===== src/rtl/crrc_pkg.sv =====
`timescale 1ns / 1ps
// ----------------------------------------------------------------------------
// crrc_pkg: shared types and constants for the redirect rule classifier
// Rule layout, search token, action and register codes.
// ----------------------------------------------------------------------------
package crrc_pkg;

  localparam int MAX_RULES = 256;
  localparam int SLOT_W    = 8;
  localparam int CNT_W     = $clog2(MAX_RULES + 1);
  localparam int CFG_AW    = 5;

  localparam logic [7:0]  PROTO_TCP     = 8'd6;
  localparam logic [31:0] LOOPBACK_ADDR = 32'h7F00_0001;

  localparam logic FUNC_WRITE    = 1'b0;
  localparam logic FUNC_CLASSIFY = 1'b1;

  typedef enum logic [1:0] {
    ACT_NONE   = 2'd0,
    ACT_PERMIT = 2'd1,
    ACT_BLOCK  = 2'd2
  } action_t;

  typedef enum logic [2:0] {
    REG_PROXY_ADDR   = 3'd0,
    REG_PROXY_PORT   = 3'd1,
    REG_PROXY_PROC   = 3'd2,
    REG_FAIL_CLOSED  = 3'd3,
    REG_ACTIVE_RULES = 3'd4,
    REG_REDIRECT_EN  = 3'd5
  } reg_idx_t;

  typedef struct packed {
    logic [7:0]  protocol;
    logic [31:0] address;
    logic [15:0] port;
  } rule_t;

  typedef struct packed {
    logic              en;
    logic [SLOT_W-1:0] slot;
    rule_t             rule;
  } rule_wr_t;

  typedef struct packed {
    logic        valid;
    logic        found;
    logic [31:0] match_addr;
  } probe_t;

endpackage


===== src/rtl/crrc_cell.sv =====
`timescale 1ns / 1ps
// ----------------------------------------------------------------------------
// crrc_cell: one rule slot of the search chain
// Holds one rule and marks the first hit on the probe passing through.
// ----------------------------------------------------------------------------
module crrc_cell (
  input  logic                        clk,
  input  logic                        rst_n,
  input  logic [crrc_pkg::CNT_W-1:0]  cell_idx,
  input  logic [crrc_pkg::CNT_W-1:0]  limit,
  input  crrc_pkg::rule_wr_t          wr,
  input  crrc_pkg::rule_t             key,
  input  crrc_pkg::probe_t            probe_in,
  output crrc_pkg::probe_t            probe_out
);
  import crrc_pkg::*;

  localparam int CMP_W = SLOT_W + CNT_W;

  rule_t  rule_r;
  probe_t probe_r;
  probe_t probe_nxt;
  logic   hit;

  always_ff @(posedge clk) begin
    if (wr.en && (CMP_W'(wr.slot) == CMP_W'(cell_idx))) begin
      rule_r <= wr.rule;
    end
  end

  assign hit = (cell_idx < limit) &&
               (rule_r.protocol == key.protocol) &&
               (rule_r.address == key.address) &&
               ((rule_r.port == 16'd0) || (rule_r.port == key.port));

  always_comb begin
    probe_nxt = probe_in;
    // first hit wins: later cells leave an earlier match alone
    if (probe_in.valid && !probe_in.found && hit) begin
      probe_nxt.found      = 1'b1;
      probe_nxt.match_addr = rule_r.address;
    end
  end

  always_ff @(posedge clk) begin
    if (!rst_n) begin
      probe_r <= '0;
    end else begin
      probe_r <= probe_nxt;
    end
  end

  assign probe_out = probe_r;

endmodule


===== config.mk =====
export PLATFORM = sky130hd
export DESIGN_NAME = crrc_cell
export DESIGN_NICKNAME = d
export VERILOG_FILES = /design/src/rtl/crrc_pkg.sv /design/src/rtl/crrc_cell.sv
export SDC_FILE = /design/constraint.sdc
export NUM_CORES = 1
export LEC_CHECK = 0
export BUFFER_PORTS_ARGS = -buffer_cell sky130_fd_sc_hd__buf_2
export CORE_UTILIZATION = 25
export DETAILED_ROUTE_END_ITERATION = 10
export PLACE_DENSITY = 0.61
export SLEW_MARGIN = 10
export SYNTH_ARGS = -nofsm -noshare
export SYNTH_HDL_FRONTEND = slang
export SYNTH_SLANG_ARGS = --single-unit

===== constraint.sdc =====
create_clock -name clk -period 12.75 [get_ports clk]
set_input_delay 1.9125 -clock clk [delete_from_list [all_inputs] [get_ports clk]]
set_output_delay 1.9125 -clock clk [all_outputs]
set_load 0.05 [all_outputs]

==> metrics list, run 1 <==
- Result of the run: completed
- Net total in the final layout: 720
- DRC violation total after the first TritonRoute iteration: 61
- # DRC: 0
* Post-layout instance area: ~5500 um2
* Hold Violations, Final: 0
- Across all layers, the routed design uses between 3000 and 4000 vias.
- In this run the worst path has a maximum fanout of 33.
* Post-DP Area: 5190 um2
* Chip Height: 128 um
- Clock transition at path regs: 0.07 ns
- The later pin in the worst-skew pair is clocked with a latency of about 0.34 ns.
* Final critical path time including I/O delays and setup: 4.26 ns
* Post-Syn Area per Cell: 12.0 um2
* Number of pins with negative max-slew slack in the final report: 0
* Remaining number of nets flagged by the antenna check after routing: 0
- GP Congestion: around 0.8
- Post-CTS timing repair inserted 0 buffers for setup.
* Effective utilization at floorplan: 25.8%
- Data on the critical path is required at its endpoint by 13.01 ns.
- The number of antenna diodes in the final layout is 0.
* Average vias per placed instance: around 4.4
- Slew of the pin with the lowest slew margin: 0.807 ns
* Largest net degree at the start of global routing: 57
- Setup violations remaining at the end of the flow were counted as 0.
* Total nets after synthesis: 512
- After technology mapping, the gate count stands at 329.
- Synth unique cells: 29
- The total overflow left after global routing is 0.
* Areal power density over the cells: 128 nW/um2
- The layout has 1568 filler cells.
- STA classifies the critical path endpoint as a flip-flop.
- Vias in the first global route: between 3000 and 4000
* Worst voltage drop across the vdd grid: 0.0539 mV
- Count of warnings emitted by yosys: 0
* Average wire per standard cell: 16.0 um
- Number of cells on the worst reg-to-reg path: 6
- For this design the top-level I/O count stands at 209.
- For this run, the register share of the synthesized area comes to 59.7%.
- Initial antenna violation count: 1
- Core Area: 15300 um2
- TritonCTS built the clock tree.
- After clock tree synthesis, the repair step resized 0 gates.
- Pre-CTS setup slack: 8.09 ns
- At the worst endpoint, the arrival time is 4.52 ns.
- Total Routing Usage GR: between 10% and 20%
- The floorplan has 45 rows.
- Setup repair after global routing missed its margin: no
- After layout, the worst path uses 33.4% of the clock period.
- Worst clock skew on the final layout: 0.00945 ns
* Count of buffers from port buffering: 208
* Horizontal extent of the die: between 100 and 150 um
* Die Footprint: 16300 um2
- The final layout contains routed wiring with a total length of about 12 mm.
* Kind of start point of the critical path: primary input
* Peak clock frequency supported by timing: ~0.23 GHz
* Worst setup margin: between 8 and 9 ns
- Buffer type at the clock tree root: sky130_fd_sc_hd__clkbuf_16
- HPWL after detailed placement: just over 9 mm
- Combined area of all synthesized cells: around 4000 um2
- Wire length of the first global-routing pass: 18.1 mm
- Buffers inserted during clock tree synthesis total 9.
* H-tree depth: 3
* # clock sinks: 90
- Count of maximum capacitance violations: 0
* Total leakage power: 0.00225 uW
- The worst hold path was traced through 2 stages.
- CTS Buffer Depth: 2
- Critical path class: in -> reg
* Synthesized flop and latch total: 90
- Aggregate negative setup slack: 0 ns
- The path class of the tightest hold or removal check is reg -> reg.
* Number of search-and-repair iterations in the first detailed-routing pass: 4
- The number of hold buffers added after CTS was 0.
* Fraction of layout cells with a size suffix above 1: 43.0%
- Relative to the synthesized area, the layout overhead comes to 39.9%.
- In this run the tightest slew margin relative to its limit is roughly 46%.
==> final timing paths <==
check         startpoint             to  slack (ns)
max          cell_idx[8]  probe_out[24]        8.49
max reg2reg   rule_r[26]  probe_out[24]        9.91
min           rule_r[20]   probe_out[4]        0.59
min reg2reg   rule_r[20]   probe_out[4]        0.59
==> flip-flops by register name, summed over array words and instances (netlist names) <==
register   flops
probe_out     34
rule_r        56
==> area by class of cell <==
type	instances	area, um2	share of cell area (%)
flip-flops and latches	90	2360	42.7
multi-input cells	214	1450	26.2
repair buffers	213	1080	19.5
well taps	211	264	4.77
clock buffers	9	225	4.07
clock inverters	7	124	2.24
inverters	9	33.8	0.610
==> report_power, final <==
group          internal, uW  total, uW  switching, uW
logic                  35.4       81.1           45.7
registers               315        316           1.59
clock network           194        312            118
==> per-layer routing <==
layer	wire length, um	global-route usage [%]	vias to the layer above
met3	710	4.26	17
met1	4990	17.0	1546
met5	8	0	-
met2	6040	26.1	119
li1	-	-	1622
met4	263	5.88	2
==> through the flow <==
stage          util, %  hold WS [ns]  total power (uW)  cells
2_1_floorplan        -         0.555               364    329
3_3_place_gp      33.9         0.566               403    737
3_5_place_dp      33.9         0.583               405    737
4_1_cts           36.2         0.595               720    753
5_1_grt           36.2         0.614               737    753
6_report          36.2         0.593               709    753
==> cells in the mapped netlist, drive strengths merged <==
cell | instances | share of area (%)
a21o | 2 | 0.38
a21oi | 35 | 4.4
and2 | 1 | 0.16
and4 | 1 | 0.22
and4b | 1 | 0.25
buf | 4 | 1.8
clkbuf | 12 | 1.4
dfxtp | 34 | 17
edfxtp | 56 | 42
ha | 8 | 2.5
inv | 9 | 0.85
nand2 | 3 | 0.28
nand3 | 32 | 4.0
nand3b | 1 | 0.19
nand4 | 15 | 2.4
nand4b | 1 | 0.22
nor2 | 2 | 0.19
nor2b | 1 | 0.16
nor3 | 1 | 0.13
nor4 | 11 | 1.9
nor4b | 1 | 0.22
o21ai | 32 | 4.0
o22a | 1 | 0.22
o22ai | 1 | 0.16
xnor2 | 51 | 11
xor2 | 13 | 2.9
==> cells by family (layout without fill, tap and decap cells) <==
| group | Yosys count | count (layout) | synth area share, % |
|---|---|---|---|
| simple gates | 71 | 71 | 10.3 |
| flops | 90 | 90 | 59.7 |
| buf+inv | 25 | 238 | 4.08 |
| xor+xnor | 64 | 64 | 14.2 |
| compound gates | 71 | 71 | 9.23 |
| fa+ha+maj | 8 | 8 | 2.53 |
==> worst max-delay path, cell delays in order <==
cell and delay [ns]:
sky130_fd_sc_hd__buf_2 0.11, sky130_fd_sc_hd__ha_1 0.33, sky130_fd_sc_hd__nand4_1 0.19, sky130_fd_sc_hd__nor3_1 0.14, sky130_fd_sc_hd__nor4_1 0.62, sky130_fd_sc_hd__and4b_2 0.87
sky130_fd_sc_hd__nand3_1 0.15, sky130_fd_sc_hd__a21oi_1 0.18
==> placed cells by master, fill, tap and decap left out, types with 2 or more instances in the layout <==
cell	count
sky130_fd_sc_hd__a21o_1	2
sky130_fd_sc_hd__nand4_1	15
sky130_fd_sc_hd__nand2_1	3
sky130_fd_sc_hd__buf_4	5
sky130_fd_sc_hd__xor2_1	13
sky130_fd_sc_hd__inv_1	9
sky130_fd_sc_hd__xnor2_1	51
sky130_fd_sc_hd__nor4_1	10
sky130_fd_sc_hd__bufinv_16	3
sky130_fd_sc_hd__inv_6	2
sky130_fd_sc_hd__dfxtp_1	34
sky130_fd_sc_hd__buf_2	208
sky130_fd_sc_hd__ha_1	8
sky130_fd_sc_hd__nand3_1	32
sky130_fd_sc_hd__edfxtp_1	56
sky130_fd_sc_hd__a21oi_1	35
sky130_fd_sc_hd__o21ai_0	32
sky130_fd_sc_hd__nor2_1	2
sky130_fd_sc_hd__clkbuf_16	9
Power figures use the tool's default switching activity.
==> inputs of run 2 (changes only) <==
- clock period: 12.75 -> 4.4 ns (I/O delays scaled with it)
==> run 2 against run 1 <==
  * Non-clock buffer count decreased by 1
  * Cell count shrank 0.13%
  * First-iteration DRC count increased to 2.7 times the previous value
  * Setup slack worse by 6.9 ns
  * Clock-buffer cell count increased by 2
==> metrics list, run 2 (synthesis gave the netlist of run 1 again) <==
- The max-slew violation count was 0.
- For this configuration, the core starts out at a cell density of 25.8%.
- In this run the tightest slew margin relative to its limit is 22.6%.
* Count of maximum capacitance violations: 0
- Worst-Skew Late Latency: between 0.3 and 0.4 ns
* Layout Area Growth over Synthesis: 39.1%
- The number of antenna violations at the first check in global routing is 1.
* Total grt overflow: 0
- Diode insertion count for antenna repair: 0
- Leaving out fill and tap cells, the most frequent cell in the layout is sky130_fd_sc_hd__buf_2.
- Cells traversed along the worst timing path: buf_2 -> ha_1 -> nand4_1 -> nor3_1 -> nor4_1 -> and4b_1 -> buf_4 -> nand3_1 -> a21oi_1
- Post-layout instance area: roughly 5500 um2
- CTS Buffer Depth: 2
- GP Congestion: 0.782
- Worst clock skew on the final layout: 0.00817 ns
- Cells fill between 30% and 40% of the core in the end.
- Number of search-and-repair iterations in the first detailed-routing pass: 4
- CTS built an H-tree with a depth of 3.
- Pin placement for this block handled approximately 210 I/O pins.
- Total number of vias: between 3000 and 4000
- The min-delay analysis places its worst path in the category in -> reg.
* Most frequent cells in the layout: sky130_fd_sc_hd__buf_2 (208), sky130_fd_sc_hd__edfxtp_1 (56), sky130_fd_sc_hd__xnor2_1 (51)
- Kind of start point of the critical path: primary input
- STA classifies the critical path endpoint as a flip-flop.
- Total leakage power: 0.00224 uW
- The die covers ~16000 um2.
- Together, buffers and inverters on the worst path number 2.
* Critical path class: in -> reg
* Chip Height: 128 um
- Post-DP Area: around 5200 um2
* # clock sinks: 90
* Final critical path time including I/O delays and setup: 2.86 ns
- Total power for the finished layout comes to 1960 uW.
- The worst path uses 64.9% of the clock period.
- Setup repair after global routing left no endpoint under its margin.
- Average vias per placed instance: 4.42
* Final wirelength: 12.0 mm
- The number of global-route vias before repair was 3456.
- Aggregate negative setup slack: 0 ns
- Row count: 45
* Clock buffers created by TritonCTS: 9
- Clock transition at path regs: 0.06 ns
- Count of buffers from port buffering: 208
* Pre-CTS setup slack: approximately 1.2 ns
* Buffer type at the clock tree root: sky130_fd_sc_hd__clkbuf_16
- Power spread over the standard cell area amounts to roughly 360 nW/um2.
* Critical Path Slowest Stage Cell: sky130_fd_sc_hd__nor4_1
- Horizontal extent of the die: 128 um
* Crit path largest cell delay: 0.61 ns
- Fraction of layout cells with a size suffix above 1: 42.1%
- Entering global routing, the biggest net connects 57 pins.
* HPWL after detailed placement: 9.16 mm
- Hold buffer count at cts: 0
- Peak clock frequency supported by timing: 0.350 GHz
- The flow ran to the end, and the final reports show no timing, DRC or antenna violations.
* Net total in the final layout: 719
- Setup violation total in the final timing report: 0
- # DRC: 0
- Worst setup margin: 1.54 ns
- After the first detailed-routing iteration, the DRC count stood at 166.
- After clock tree synthesis, the setup repair step added 0 buffers.
* CP max FO: 33
- Remaining number of nets flagged by the antenna check after routing: 0
* Arrival time at the worst endpoint: about 3.1 ns
* Worst voltage drop across the vdd grid: 0.168 mV
- Number of instances resized during post-cts repair: 0
- The number of endpoints with negative hold slack in the final report is 0.
* Max reg flops: between 50 and 60
- Total Routing Usage GR: between 10% and 20%
- For the pin with the worst max-slew slack, the measured transition is approximately 1.2 ns.
- Grouping stages by cell kind, the critical path spends the most delay in simple AND/OR/NAND/NOR gates.
- After detailed routing, the average wire length per cell comes to 16.0 um.
- Register name with the most flops: rule_r
- Clock tree from TritonCTS: built
* Wire length of the first global-routing pass: 18.0 mm
* Core Area: 15300 um2
- Data on the critical path is required at its endpoint by roughly 4.7 ns.
-- run 2: report_power, final --
| part | internal (uW) | leakage, uW | total [uW] | switching [uW] |
|---|---|---|---|---|
| combinational | 103 | 0.00130 | 235 | 133 |
| sequential | 912 | 0.000787 | 917 | 4.49 |
| clock | 497 | 0.000152 | 811 | 314 |
| total | 1510 | 0.00224 | 1960 | 451 |
-- run 2: per-layer routing --
metal | vias up | part of all wire [%] | wire (um) | track usage (%)
met5 | - | 0 | 0 | 0
met4 | 0 | 2.1 | 257 | 5.61
met3 | 19 | 6.7 | 802 | 4.01
met2 | 152 | 50 | 5990 | 26.8
met1 | 1537 | 41 | 5000 | 16.8
li1 | 1616 | - | - | -
-- run 2: cell type report --
class,count,area (um2)
timing repair buffer,212,1070
clock inverter,5,77.6
multi-input combinational,214,1460
sequential,90,2360
tap,211,264
inverter,9,33.8
clock buffer,11,233
fill,1595,9810
-- run 2: metrics by stage --
step	instances	hold WS (ns)
CTS	752	0.473
global route	752	0.469
global placement	736	0.571
floorplan	329	0.555
finish	752	0.493
detailed placement	736	0.579
-- run 2: final timing paths --
path                             startpoint       endpoint  slack, ns  depth (start not counted)
worst max register to register   rule_r[23]  probe_out[25]       1.78                          7
worst min-delay path                 wr[18]     rule_r[18]       0.49                          1
worst min register to register   rule_r[46]  probe_out[30]       0.59                          2
worst max-delay path            cell_idx[8]  probe_out[25]       1.54                          9
==> inputs of run 3 (changes only) <==
- ABC_AREA: default -> 1
- clock period: 4.4 -> 2.49 ns (I/O delays scaled with it)
==> run 3 against run 2 <==
  * Power is 71% higher
  * First-iteration DRC count is 15% lower
  * Hold slack worse by 0.29 ns
  * Flip-flop and latch count stayed put
  * Clock-buffer cell count is 2 higher
  * Largest power group unchanged
==> metrics list, run 3 <==
* Result of the run: completed
- After the flow finishes, the layout carries non-filler instances totaling 1084.
* GP Congestion: 0.800
- Number of flops mapped to enable cells by yosys: 56
- TritonCTS built the clock tree.
* Cell depth of the worst min-delay path: 1
- Aggregate negative setup slack: 0 ns
- At the pin with the least slew margin, the transition time is 0.721 ns.
- Static timing analysis puts the maximum clock frequency at around 0.52 GHz.
* Sw Ratio: 24.8%
- For this run, the leading register cell type out of synthesis is sky130_fd_sc_hd__edfxtp_1.
- After Yosys synthesis, XOR and XNOR cells account for 1.53% of the synthesized area.
- Input and output buffers added on the ports amount to ~210.
* Die Footprint: about 19000 um2
* Clock transition at path regs: 0.07 ns
- The pre-antenna-repair detailed-routing pass consisted of 4 iterations.
- # DRC: 0
- The netlist uses 23 different library cells.
- The finished cells cover 6180 um2.
- Headroom to the max-slew limit came out at 51.9%.
- The largest total area in the synthesized netlist belongs to sky130_fd_sc_hd__edfxtp_1.
* Chip Height: between 100 and 150 um
- CTS Buffer Depth: 2
- Kind of start point of the critical path: flip-flop
- Row count: between 40 and 50
- Of the post-synthesis cell area, the part taken by muxes is 0%.
- Combined area of all synthesized cells: 4590 um2
- Detailed placement ended at an HPWL of ~9.9 mm.
- Simple logic cell fraction of the synthesized area: between 30% and 40%
- Number of instances resized during post-cts repair: 0
* H-tree depth: 3
* Number of cells on the worst reg-to-reg path: 11
- After layout, the worst path uses 76.5% of the clock period.
- The analysis attributes to net switching a power of 830 uW.
- STA puts the critical path data required time at ~2.8 ns.
- Largest delay contributor family on the critical path: simple AND/OR/NAND/NOR gates
- Summing all placed instances gives a cell area of 5900 um2.
- The largest single stage delay on the critical path is around 0.41 ns.
- The cell count after synthesis came out at 636.
- Logic pwr share: between 10% and 20%
- The number of endpoints with negative hold slack in the final report is 0.
* Horizontal extent of the die: 138 um
* Main combinational cell family by area after synthesis: simple AND/OR/NAND/NOR gates
- The routed layout has 4209 vias.
- Wire length of the first global-routing pass: 18.7 mm
* Total nets after synthesis: roughly 800
- Setup repair after global routing left no endpoint under its margin.
- Adder-cell area share of the yosys netlist: 2.18%
- Count of warnings emitted by yosys: 0
- Part of the total power dissipated in the clock network: 38.2%
- Max reg flops: 56
* Worst voltage drop across the vdd grid: 0.291 mV
- Cell internal power was estimated by the tool at 2520 uW.
* Setup violation total in the final timing report: 0
- The total overflow left after global routing is 0.
- Area fraction in compound gates after synthesis: 1.34%
* Synthesized flop and latch total: 90
* Top cell types by occurrence after synthesis: sky130_fd_sc_hd__nand2_1 (222), sky130_fd_sc_hd__inv_1 (138), sky130_fd_sc_hd__nor2_1 (138)
* Vias in the first global route: 3836
- The worst setup path is captured at a flip-flop.
- After synthesis, the share of flip-flops with an asynchronous set or reset is 0%.
* Buffers inserted during post-CTS setup optimization: 0
- Total I/O pin count: approximately 210
- The worst path needs around 1.9 ns of the cycle, external delays included.
- Register name with the most flops: rule_r
- The tightest min-delay check is of the in -> reg type.
* Remaining number of nets flagged by the antenna check after routing: 0
* Core Area: roughly 18000 um2
* Library cell with the highest instance count after synthesis: sky130_fd_sc_hd__nand2_1
* Areal power density over the cells: 542 nW/um2
* Seq pwr share: 48.4%
* Clock buffers created by TritonCTS: 9
- The critical path is of the reg -> reg type.
* Critical Path Slowest Stage Cell: sky130_fd_sc_hd__edfxtp_1
- Most frequent standard cell in the layout excluding fill and tap cells: sky130_fd_sc_hd__nand2_1
- Relative to the synthesized area, the layout overhead comes to 34.6%.
* Post-Syn Area per Cell: 7.22 um2
* Effective utilization at floorplan: 25.6%
* Worst clock skew on the final layout: 0.00832 ns
- Once placement completed, the tool counted placed cells totaling roughly 1100.
- Arrival time at the worst endpoint: 2.18 ns
- Share of synthesized area occupied by flip-flops and latches: between 50% and 60%
- Power comes to 3350 uW.
- Hold buffer count at cts: 0
- Net total in the final layout: between 1000 and 1500
- Average wire per standard cell: 11.6 um
- Initial antenna violation count: 5
- Worst-Skew Late Latency: 0.34 ns
* Largest net degree at the start of global routing: 57
* Number of buffer and inverter stages on the critical path: 1
- Yosys attributes the largest share of cell area to sky130_fd_sc_hd__edfxtp_1 (37%), sky130_fd_sc_hd__nand2_1 (18%), sky130_fd_sc_hd__dfxtp_1 (15%).
* Cell count along the critical path: 11
- Summed over all cells, the static leakage comes to 0.00359 uW.
- Fill cells in the final layout number 1951.
- Of the cells placed in the final design, the portion with a size suffix greater than 1 is a little over a quarter.
* Share of Yosys cell area claimed by the top area cell type: between 30% and 40%
- Cells traversed along the worst timing path: xor2_1 -> nor2_1 -> nand2_1 -> nor2_1 -> nand2_1 -> nor2_1 -> nand3_2 -> buf_4 -> nand2_1 -> nand2_1 -> nor2_1
- Count of maximum capacitance violations: 0
- CP max FO: 44
* Number of pins with negative max-slew slack in the final report: 0
* Average vias per placed instance: a little under 4
- Across every metal layer, demand over resource in global routing totals 13.6%.
* Buffer type at the clock tree root: sky130_fd_sc_hd__clkbuf_16
* DRC violation total after the first TritonRoute iteration: about 140
- # clock sinks: 90
- After detailed routing, the total wire length is 12.6 mm.
- In the layout the commonest cells are sky130_fd_sc_hd__nand2_1 (222), sky130_fd_sc_hd__buf_2 (208), sky130_fd_sc_hd__inv_1 (138).
run 3: cell types whose count changed after synthesis, sizes merged, moves of 7 or more:
cell,change
nand2,+219
nor2,+136
inv,+130
xnor2,-48
a21oi,-33
o21ai,-28
nand3,-26
nand4,-14
nor4,-9
xor2,-8
clkbuf,-7
run 3: path summary, 6_finish.rpt:
check / start / to / slack (ns)
worst max-delay path: rule_r[17] / probe_out[19] / 0.58
worst min-delay path: wr[52] / rule_r[52] / 0.21
worst max register to register: rule_r[17] / probe_out[19] / 0.58
worst min register to register: rule_r[24] / probe_out[8] / 0.50
run 3: layout make-up:
type,instances,area [um2],share of cell area (%)
Sequential cell,90,2360,38.2
Multi-Input combinational cell,396,1650,26.7
Inverter,139,522,8.44
Antenna cell,3,7.51,0.121
Timing Repair Buffer,211,1080,17.4
Clock inverter,3,13.8,0.223
Clock buffer,13,260,4.21
Tap cell,229,287,4.64
run 3: cell families (layout without fill, tap and decap cells):
family,count (synthesis),after routing
AOI/OAI and AO/OA,10,10
xor gates and xnor gates,8,8
adders and majority gates,8,8
buffers and inverters,150,366
DFF,90,90
other,0,3
and+or+nand+nor,370,370
run 3: power by group through the flow:
stage               Clock [uW]  Combinational (uW)  Sequential (uW)
global route              1400                 506             1620
CTS                       1340                 455             1620
global placement             0                 446             1650
detailed placement           0                 454             1650
floorplan                    0                 140             1760
finish                    1280                 448             1620
run 3: stage by stage:
stage	worst slack, ns	util (%)	hold WS [ns]
detailed placement	0.354	32.8	0.494
global route	0.340	34.4	0.188
CTS	0.551	34.4	0.185
global placement	0.340	32.8	0.492
floorplan	0.280	-	0.467
finish	0.584	34.4	0.205
run 3: metal layers:
metal | GRT usage (%) | vias to the layer above | share of wire, %
li1 | - | 2282 | -
met1 | 15.5 | 1769 | 44
met2 | 23.1 | 135 | 47
met3 | 4.30 | 21 | 6.9
met4 | 6.29 | 2 | 2.5
met5 | 0 | - | 0.13
